$ cat src/uer_pkg.sv
`default_nettype none

package uer_pkg;

    // Stream widths
    localparam int IN_W  = 8;
    localparam int OUT_W = 48;
    localparam int D_W   = 18;
    localparam int CFG_W = 18;
    localparam int IDX_W = 3;

    // Distance arithmetic
    localparam logic [D_W-1:0] D18_MAX    = 18'h3FFFF;
    localparam logic [18:0]    DIST_SCALE = 19'd287733;
    localparam logic [8:0]     ALPHA_ONE  = 9'd256;

    // Configuration register indexes
    localparam logic [IDX_W-1:0] REG_ENABLE   = 3'd0;
    localparam logic [IDX_W-1:0] REG_TRIGGER  = 3'd1;
    localparam logic [IDX_W-1:0] REG_TIMEOUT  = 3'd2;
    localparam logic [IDX_W-1:0] REG_MIN_DIST = 3'd3;
    localparam logic [IDX_W-1:0] REG_MAX_DIST = 3'd4;
    localparam logic [IDX_W-1:0] REG_ALPHA    = 3'd5;
    localparam logic [IDX_W-1:0] REG_OBSTACLE = 3'd6;

    // Measurement status codes
    localparam logic [1:0] ST_OK      = 2'd0;
    localparam logic [1:0] ST_TIMEOUT = 2'd1;
    localparam logic [1:0] ST_RANGE   = 2'd2;

    // Measurement phase of the ranger
    typedef enum logic [1:0] {
        PH_IDLE = 2'd0,
        PH_TRIG = 2'd1,
        PH_WAIT = 2'd2,
        PH_HIGH = 2'd3
    } phase_t;

    // Controller sequence
    typedef enum logic [2:0] {
        C_IDLE  = 3'd0,
        C_CONV  = 3'd1,
        C_RANGE = 3'd2,
        C_FILT  = 3'd3,
        C_SUM   = 3'd4,
        C_WRITE = 3'd5
    } ctl_state_t;

    // Commands from controller to datapath
    typedef struct packed {
        logic step;
        logic conv;
        logic range_chk;
        logic filt;
        logic sum;
        logic load_out;
    } cmd_t;

    // Status from datapath to controller
    typedef struct packed {
        logic fin;
    } stat_t;

endpackage

`default_nettype wire

$ cat src/uer_ctrl.sv
`default_nettype none

module uer_ctrl
    import uer_pkg::*;
(
    input  wire logic  clk,
    input  wire logic  rst_n,
    input  wire logic  in_valid,
    output logic       in_ready,
    output logic       out_valid,
    input  wire logic  out_ready,
    input  wire stat_t sts,
    output cmd_t       cmd
);

    ctl_state_t state_reg, state_next;
    logic       out_valid_reg, out_valid_next;

    // Next state
    always_comb
    begin
        state_next = state_reg;
        case (state_reg)
            C_IDLE:
            begin
                if (in_valid)
                begin
                    state_next = sts.fin ? C_CONV : C_WRITE;
                end
            end
            C_CONV:  state_next = C_RANGE;
            C_RANGE: state_next = C_FILT;
            C_FILT:  state_next = C_SUM;
            C_SUM:   state_next = C_WRITE;
            C_WRITE:
            begin
                if (!out_valid_reg || out_ready)
                begin
                    state_next = C_IDLE;
                end
            end
            default: state_next = C_IDLE;
        endcase
    end

    // Outputs: commands and handshake
    always_comb
    begin
        in_ready      = 1'b0;
        cmd           = '0;
        case (state_reg)
            C_IDLE:
            begin
                in_ready = 1'b1;
                cmd.step = in_valid;
            end
            C_CONV:  cmd.conv      = 1'b1;
            C_RANGE: cmd.range_chk = 1'b1;
            C_FILT:  cmd.filt      = 1'b1;
            C_SUM:   cmd.sum       = 1'b1;
            C_WRITE: cmd.load_out  = !out_valid_reg || out_ready;
            default: cmd           = '0;
        endcase
    end

    // Output register valid: set on load, drop when taken
    always_comb
    begin
        if (cmd.load_out)
        begin
            out_valid_next = 1'b1;
        end
        else if (out_ready)
        begin
            out_valid_next = 1'b0;
        end
        else
        begin
            out_valid_next = out_valid_reg;
        end
    end

    assign out_valid = out_valid_reg;

    always_ff @(posedge clk or negedge rst_n)
    begin
        if (!rst_n)
        begin
            state_reg     <= C_IDLE;
            out_valid_reg <= 1'b0;
        end
        else
        begin
            state_reg     <= state_next;
            out_valid_reg <= out_valid_next;
        end
    end

endmodule

`default_nettype wire

$ cat src/uer_dp.sv
`default_nettype none

module uer_dp
    import uer_pkg::*;
#(
    parameter int TIMER_BITS = 16
)
(
    input  wire logic             clk,
    input  wire logic             rst_n,
    input  wire logic             cfg_we,
    input  wire logic [IDX_W-1:0] cfg_index,
    input  wire logic [CFG_W-1:0] cfg_wdata,
    input  wire logic [IN_W-1:0]  in_data,
    input  wire cmd_t             cmd,
    output stat_t                 sts,
    output logic [OUT_W-1:0]      out_data
);

    localparam int TB = TIMER_BITS;
    localparam int CW = (TB + 1 > 17) ? TB + 1 : 17;
    localparam int PW = TB + 19;
    localparam int MW = 27;
    localparam logic [TB-1:0] TIMER_MAX = '1;

    // Configuration registers
    logic           enable_reg;
    logic [7:0]     trig_ticks_reg;
    logic [15:0]    timeout_reg;
    logic [D_W-1:0] min_dist_reg;
    logic [D_W-1:0] max_dist_reg;
    logic [8:0]     alpha_reg;
    logic [D_W-1:0] obstacle_reg;

    // Ranger state
    phase_t         phase_reg, phase_next;
    logic [TB-1:0]  elapsed_reg, elapsed_next;
    logic [7:0]     pulse_reg, pulse_next;
    logic [TB-1:0]  width_reg, width_next;
    logic [D_W-1:0] raw_reg;
    logic [D_W-1:0] filt_reg;

    // Per-tick result and arithmetic pipeline
    logic             trig_reg, trig_next;
    logic             done_reg, done_next;
    logic [1:0]       status_reg, status_next;
    logic             ok_reg;
    logic [PW-1:0]    prod_reg;
    logic [MW-1:0]    mul_old_reg;
    logic [MW-1:0]    mul_new_reg;
    logic [OUT_W-1:0] out_data_reg;

    logic           start;
    logic           echo;
    logic           fin;
    logic [7:0]     trig_len;
    logic [7:0]     pulse_inc;
    logic [TB:0]    elapsed_inc;
    logic           timeout_hit;
    logic [PW-1:0]  dist_shift;
    logic [D_W-1:0] dist_sat;
    logic           range_ok;
    logic [8:0]     alpha_eff;
    logic [8:0]     alpha_rest;
    logic [MW:0]    filt_sum;

    assign start = in_data[0];
    assign echo  = in_data[1];

    // Tick step: advance the measurement phase
    always_comb
    begin
        trig_len    = (trig_ticks_reg == 8'd0) ? 8'd1 : trig_ticks_reg;
        pulse_inc   = (pulse_reg < 8'd255) ? pulse_reg + 8'd1 : pulse_reg;
        elapsed_inc = {1'b0, elapsed_reg} + {{TB{1'b0}}, 1'b1};
        timeout_hit = (CW'(elapsed_inc) > CW'(timeout_reg)) || elapsed_inc[TB];

        phase_next   = phase_reg;
        elapsed_next = elapsed_reg;
        pulse_next   = pulse_reg;
        width_next   = width_reg;
        trig_next    = 1'b0;
        done_next    = 1'b0;
        status_next  = ST_OK;
        fin          = 1'b0;

        case (phase_reg)
            PH_IDLE:
            begin
                if (start && enable_reg)
                begin
                    trig_next  = 1'b1;
                    pulse_next = 8'd1;
                    if (8'd1 >= trig_len)
                    begin
                        phase_next   = PH_WAIT;
                        elapsed_next = '0;
                    end
                    else
                    begin
                        phase_next = PH_TRIG;
                    end
                end
            end
            PH_TRIG:
            begin
                trig_next  = 1'b1;
                pulse_next = pulse_inc;
                if (pulse_inc >= trig_len)
                begin
                    phase_next   = PH_WAIT;
                    elapsed_next = '0;
                end
            end
            PH_WAIT:
            begin
                if (echo)
                begin
                    if (elapsed_reg < TIMER_MAX)
                    begin
                        elapsed_next = elapsed_inc[TB-1:0];
                    end
                    width_next = {{(TB-1){1'b0}}, 1'b1};
                    phase_next = PH_HIGH;
                end
                else if (timeout_hit)
                begin
                    done_next   = 1'b1;
                    status_next = ST_TIMEOUT;
                    phase_next  = PH_IDLE;
                end
                else
                begin
                    elapsed_next = elapsed_inc[TB-1:0];
                end
            end
            PH_HIGH:
            begin
                if (!echo)
                begin
                    fin        = 1'b1;
                    done_next  = 1'b1;
                    phase_next = PH_IDLE;
                end
                else if (timeout_hit)
                begin
                    done_next   = 1'b1;
                    status_next = ST_TIMEOUT;
                    phase_next  = PH_IDLE;
                end
                else
                begin
                    elapsed_next = elapsed_inc[TB-1:0];
                    if (width_reg < TIMER_MAX)
                    begin
                        width_next = width_reg + {{(TB-1){1'b0}}, 1'b1};
                    end
                end
            end
            default: phase_next = PH_IDLE;
        endcase
    end

    assign sts.fin = fin;

    // Distance: saturate the scaled width and check the accepted window
    always_comb
    begin
        dist_shift = prod_reg >> 16;
        dist_sat   = (dist_shift > PW'(D18_MAX)) ? D18_MAX : dist_shift[D_W-1:0];
        range_ok   = (dist_sat != '0) && (dist_sat >= min_dist_reg)
                     && (dist_sat <= max_dist_reg);
    end

    // Filter weights, old value weight clamped to one
    assign alpha_eff  = (alpha_reg > ALPHA_ONE) ? ALPHA_ONE : alpha_reg;
    assign alpha_rest = ALPHA_ONE - alpha_eff;
    assign filt_sum   = {1'b0, mul_old_reg} + {1'b0, mul_new_reg};

    // Configuration writes
    always_ff @(posedge clk or negedge rst_n)
    begin
        if (!rst_n)
        begin
            enable_reg     <= 1'b0;
            trig_ticks_reg <= 8'd10;
            timeout_reg    <= 16'd30000;
            min_dist_reg   <= 18'd512;
            max_dist_reg   <= 18'd76800;
            alpha_reg      <= 9'd179;
            obstacle_reg   <= 18'd5120;
        end
        else if (cfg_we)
        begin
            case (cfg_index)
                REG_ENABLE:   enable_reg     <= cfg_wdata[0];
                REG_TRIGGER:  trig_ticks_reg <= cfg_wdata[7:0];
                REG_TIMEOUT:  timeout_reg    <= cfg_wdata[15:0];
                REG_MIN_DIST: min_dist_reg   <= cfg_wdata[D_W-1:0];
                REG_MAX_DIST: max_dist_reg   <= cfg_wdata[D_W-1:0];
                REG_ALPHA:    alpha_reg      <= cfg_wdata[8:0];
                REG_OBSTACLE: obstacle_reg   <= cfg_wdata[D_W-1:0];
                default:      enable_reg     <= enable_reg;
            endcase
        end
    end

    // Ranger state: step on each request, store distance and filter on an in-range finish
    always_ff @(posedge clk or negedge rst_n)
    begin
        if (!rst_n)
        begin
            phase_reg   <= PH_IDLE;
            elapsed_reg <= '0;
            pulse_reg   <= '0;
            width_reg   <= '0;
            raw_reg     <= '0;
            filt_reg    <= '0;
        end
        else
        begin
            if (cmd.step)
            begin
                phase_reg   <= phase_next;
                elapsed_reg <= elapsed_next;
                pulse_reg   <= pulse_next;
                width_reg   <= width_next;
            end
            if (cmd.range_chk && range_ok)
            begin
                raw_reg <= dist_sat;
            end
            if (cmd.sum && ok_reg)
            begin
                filt_reg <= filt_sum[D_W+7:8];
            end
        end
    end

    // Result fields and arithmetic stages
    always_ff @(posedge clk)
    begin
        if (cmd.step)
        begin
            trig_reg   <= trig_next;
            done_reg   <= done_next;
            status_reg <= status_next;
        end
        if (cmd.conv)
        begin
            prod_reg <= PW'(width_reg) * PW'(DIST_SCALE);
        end
        if (cmd.range_chk)
        begin
            ok_reg     <= range_ok;
            status_reg <= range_ok ? ST_OK : ST_RANGE;
        end
        if (cmd.filt)
        begin
            mul_old_reg <= MW'(alpha_eff) * MW'(filt_reg);
            mul_new_reg <= MW'(alpha_rest) * MW'(raw_reg);
        end
        if (cmd.load_out)
        begin
            out_data_reg <= {{(OUT_W-42){1'b0}},
                             raw_reg < obstacle_reg,
                             filt_reg,
                             raw_reg,
                             status_reg,
                             done_reg,
                             phase_reg != PH_IDLE,
                             trig_reg};
        end
    end

    assign out_data = out_data_reg;

endmodule

`default_nettype wire

$ cat src/ultrasonic_echo_ranger_top.sv
// Ultrasonic echo ranger with exponential smoothing.
// Input stream: one request per microsecond tick, carrying start_req and the
// sampled echo level. Output stream: exactly one result per request, carrying
// the trigger level, busy and done flags, status, raw and filtered distance
// in Q.8 centimetres, and the obstacle flag.
// Configuration: cfg_we writes cfg_wdata into register cfg_index (0 enable,
// 1 trigger_ticks, 2 timeout_ticks, 3 min, 4 max, 5 alpha, 6 obstacle);
// write only while no request is in flight.
// Sequence: an ordinary tick goes from acceptance straight to the output
// load; a tick that ends an echo runs through the distance multiply, the
// range check, the two filter multiplies, the filter sum and the output
// load. The output load waits while the output register is still full.
// The controller sequence takes one request at a time and accepts the next
// only after the previous result is loaded into the output register.
// The output register parts the two sides: a new request is accepted while
// the previous result still waits; if the receiver stalls, the next result
// is held in the datapath until the output register frees.
// Reset (rst_n, asynchronous) restores the register defaults, idles the
// ranger, clears the stored distances and empties the output register.
`default_nettype none

module ultrasonic_echo_ranger_top
    import uer_pkg::*;
#(
    parameter int TIMER_BITS = 16
)
(
    input  wire logic             clk,
    input  wire logic             rst_n,
    // Input stream
    input  wire logic             s_axis_tvalid,
    output logic                  s_axis_tready,
    input  wire logic [IN_W-1:0]  s_axis_tdata,  // [0] start_req, [1] echo
    // Output stream
    output logic                  m_axis_tvalid,
    input  wire logic             m_axis_tready,
    output logic [OUT_W-1:0]      m_axis_tdata,  // [0] trigger, [1] busy_res,
                                                  // [2] done_res, [4:3] status,
                                                  // [22:5] distance_q8,
                                                  // [40:23] filtered_q8,
                                                  // [41] obstacle
    // Configuration
    input  wire logic             cfg_we,
    input  wire logic [IDX_W-1:0] cfg_index,
    input  wire logic [CFG_W-1:0] cfg_wdata
);

    cmd_t  cmd;
    stat_t sts;

    uer_ctrl u_ctrl (
        .clk       (clk),
        .rst_n     (rst_n),
        .in_valid  (s_axis_tvalid),
        .in_ready  (s_axis_tready),
        .out_valid (m_axis_tvalid),
        .out_ready (m_axis_tready),
        .sts       (sts),
        .cmd       (cmd)
    );

    uer_dp #(
        .TIMER_BITS (TIMER_BITS)
    ) u_dp (
        .clk       (clk),
        .rst_n     (rst_n),
        .cfg_we    (cfg_we),
        .cfg_index (cfg_index),
        .cfg_wdata (cfg_wdata),
        .in_data   (s_axis_tdata),
        .cmd       (cmd),
        .sts       (sts),
        .out_data  (m_axis_tdata)
    );

endmodule

`default_nettype wire

$ cat config.mk
export PLATFORM = sky130hd
export DESIGN_NAME = ultrasonic_echo_ranger_top
export DESIGN_NICKNAME = d
export VERILOG_FILES = /design/src/uer_pkg.sv /design/src/uer_ctrl.sv /design/src/uer_dp.sv /design/src/ultrasonic_echo_ranger_top.sv
export SDC_FILE = /design/constraint.sdc
export NUM_CORES = 2
export LEC_CHECK = 0
export BUFFER_PORTS_ARGS = -buffer_cell sky130_fd_sc_hd__buf_2
export CAP_MARGIN = 20
export CORE_ASPECT_RATIO = 0.9
export CORE_MARGIN = 3
export CORE_UTILIZATION = 50
export DETAILED_ROUTE_END_ITERATION = 10
export PLACE_DENSITY = 0.76
export SKIP_LAST_GASP = 1
export SLEW_MARGIN = 40
export SYNTH_ARGS = -nofsm -noshare
export SYNTH_HDL_FRONTEND = slang
export SYNTH_SLANG_ARGS = --single-unit
$ cat constraint.sdc
create_clock -name clk -period 7.5 [get_ports clk]
set_input_delay 0.375 -clock clk [delete_from_list [all_inputs] [get_ports clk]]
set_output_delay 0.375 -clock clk [all_outputs]
set_load 0.01 [all_outputs]
==> metrics.cfg <==
[drt]
drt_wl_total_um=64500
drt_pass1_iterations=5
drtIter0Drc=1245
drc=0
wl_per_cell_um=18.0
ant_nets=0
vias_per_cell=5.56
num_vias=19928

[global_route]
grt_pass1_wl_um=108000
grt_pass1_vias=21845
antenna_found_initial=2
grt_usage=0.225
grt_overflow=0
grt_start_max_net_pins=105

[clocking]
postCtsSetupBuffers=0
clockBufferDepth=3
h-tree-depth=1
cts_tree=built
ctsResizeCount=0
clk_root_buffer_cell=clkbuf_16
clk_latency_ns=0.60
cts_made_buffers=31
path_clk_slew_ns=0.06
cts_num_sinks=288

[die]
initial_utilization=0.511
rows=81
core-area_um2=54800
die_x_um=255
die_area_um2=58900
die_h_um=230
ios=84

[timing]
grt_setup_unrepaired=false
hold_viol_final=0
finalSetupViolCount=0
final.setup_skew_ns=0.0123
fin_crit_ns=6.78
max_freq_ghz=0.147
worstMarginPinSlew_ns=0.761
slew_violations=0
relSlewSlack=0.488
setup_tns_ns=0
fin_crit_sh=0.904

[min_path]
min_path_cells=3
whs_endpoint=u_dp.max_dist_reg[17]
hp-class=input pin to flip-flop
min_from=cfg_wdata[17]

[finish]
syn_to_final_growth_pct=7.90
regArea_um2=7820
fillers=4602
largest_register_ff_count=42
nNetsFinal=3494
layout-drive-gt1-share=0.0976
multiInputGateArea_um2=18100
antennaDiodeCount=0

[synthesis]
synth_area_per_cell_um2=10.1
synthFlopType=dfrtp_1
ys_seq_elements=288
syn_inst=2773
synthTopCellsByArea=fa_1, ha_1, dfrtp_1
yosys-top-cells-count=inv_1, ha_1, nand2_1
ys_seq_area_frac=0.280
yosysTopAreaCell=fa_1
yosysTopAreaCellShare=0.227
netlist_area_um2=28000
synth_edf_count=118
yosysMostFrequentCell=inv_1
async_reset_ff_frac=0.590
yosysUniqueCellTypes=67
yosysWarnings=0

[setup_path]
path_cells=nor2b_1 > buf_4 > nor2_1 > nor4b_1 > xnor2_1 > and2_1 > fa_1 > fa_1 > fa_1 > inv_1 > fa_1 > inv_1 > ha_1 > a211o_1 > a211oi_1 > o31ai_1 > a41oi_1 > a21oi_1 > nand4_1 > nand3_1 > o41ai_1 > xnor2_1
reg2regPathDepth=22
r2r_start=u_dp.alpha_reg[8]
reg2reg_to=u_dp.mul_new_reg[25]
path_class=flip-flop to flip-flop
crit_arrival_ns=7.13
cp_slowest_stage_delay_ns=0.55
path_common_cell=fa_1
required_ns=7.84
reg2reg_slack_ns=0.72
endpoint_kind=flip-flop
crit_buf_inv=3
critPathSlowestCell=xnor2_1
crit_family=adder cells
path_max_fanout=20
worstSetupStartpointType=flip-flop

[run]
maxCapViolations=0

[status]
status=finished, final reports clean

[placement]
place_congestion=0.914
hpwl_um=49500
portBuffers=71

-- kinds of logic after synthesis --
group	after synthesis	synth area share
and+or+nand+nor	740	0.128
muxes	68	0.0273
AOI/OAI and AO/OA	363	0.0836
other	1	0.000134
adders and majority gates	646	0.374
xor gates and xnor gates	97	0.0304
DFF	288	0.280
buffers and inverters	570	0.0774
-- worst max path at each step --
stage          cells after the start                    to               from  slack, ns
4_1_cts                           22  u_dp.mul_new_reg[25]  u_dp.alpha_reg[8]       0.76
3_3_place_gp                      22  u_dp.mul_new_reg[25]  u_dp.alpha_reg[8]       0.89
6_report                          22  u_dp.mul_new_reg[25]  u_dp.alpha_reg[8]       0.72
5_1_grt                           21  u_dp.mul_new_reg[25]  u_dp.alpha_reg[8]       0.17
3_5_place_dp                      22  u_dp.mul_new_reg[25]  u_dp.alpha_reg[8]       0.81
2_1_floorplan                     26  u_dp.mul_new_reg[25]  u_dp.alpha_reg[8]       0.82
-- what timing repair did --
action                                  4_1_cts  5_1_grt
endpoints found under the hold margin        93        0
hold buffers                                  1        0
endpoints found under the setup margin        0        0
-- area by class of cell --
type	instances	area share
inverter	472	0.0587
sequential	288	0.259
tap	747	0.0309
multi-input combinational	1920	0.598
clock inverter	15	0.00394
timing repair buffer	101	0.0204
clock buffer	43	0.0293
-- metrics by stage --
step	hold WS, ns	cells	instance area (um^2)	utilization	setup slack (ns)
floorplan	0.0794	2778	28000	-	0.821
global placement	0.409	3524	29100	0.531	0.894
detailed placement	0.415	3526	29100	0.532	0.811
CTS	0.0144	3585	30200	0.550	0.760
global route	0.0482	3586	30200	0.551	0.167
finish	0.0470	3586	30200	0.551	0.718
-- worst min-delay path, stage by stage --
cell and delay [ns]:
buf_2 0.11, nand2_1 0.05, o21ai_0 0.06
-- layer usage --
metal / vias to the layer above / routed length (um) / part of all wire / track usage
li1: 9091 / - / - / -
met1: 10074 / 26100 / 0.40 / 0.283
met2: 601 / 32900 / 0.51 / 0.407
met3: 160 / 3450 / 0.053 / 0.0262
met4: 2 / 2040 / 0.032 / 0.0706
met5: - / 13 / 0.00020 / 0
-- layout by cell type, fill, tap and decap left out, types with 48 or more instances in the layout --
cell type	count
dfrtp_1	149
nand2_1	323
and2_1	136
edfxtp_1	118
xnor2_1	72
a21o_1	48
a21oi_1	75
inv_1	472
buf_2	70
ha_1	328
nor2_1	83
mux2_2	67
o21ai_0	117
fa_1	318
Power is not shown: default switching activity piles up to over one toggle a cycle in this logic, so the estimate is an artifact.
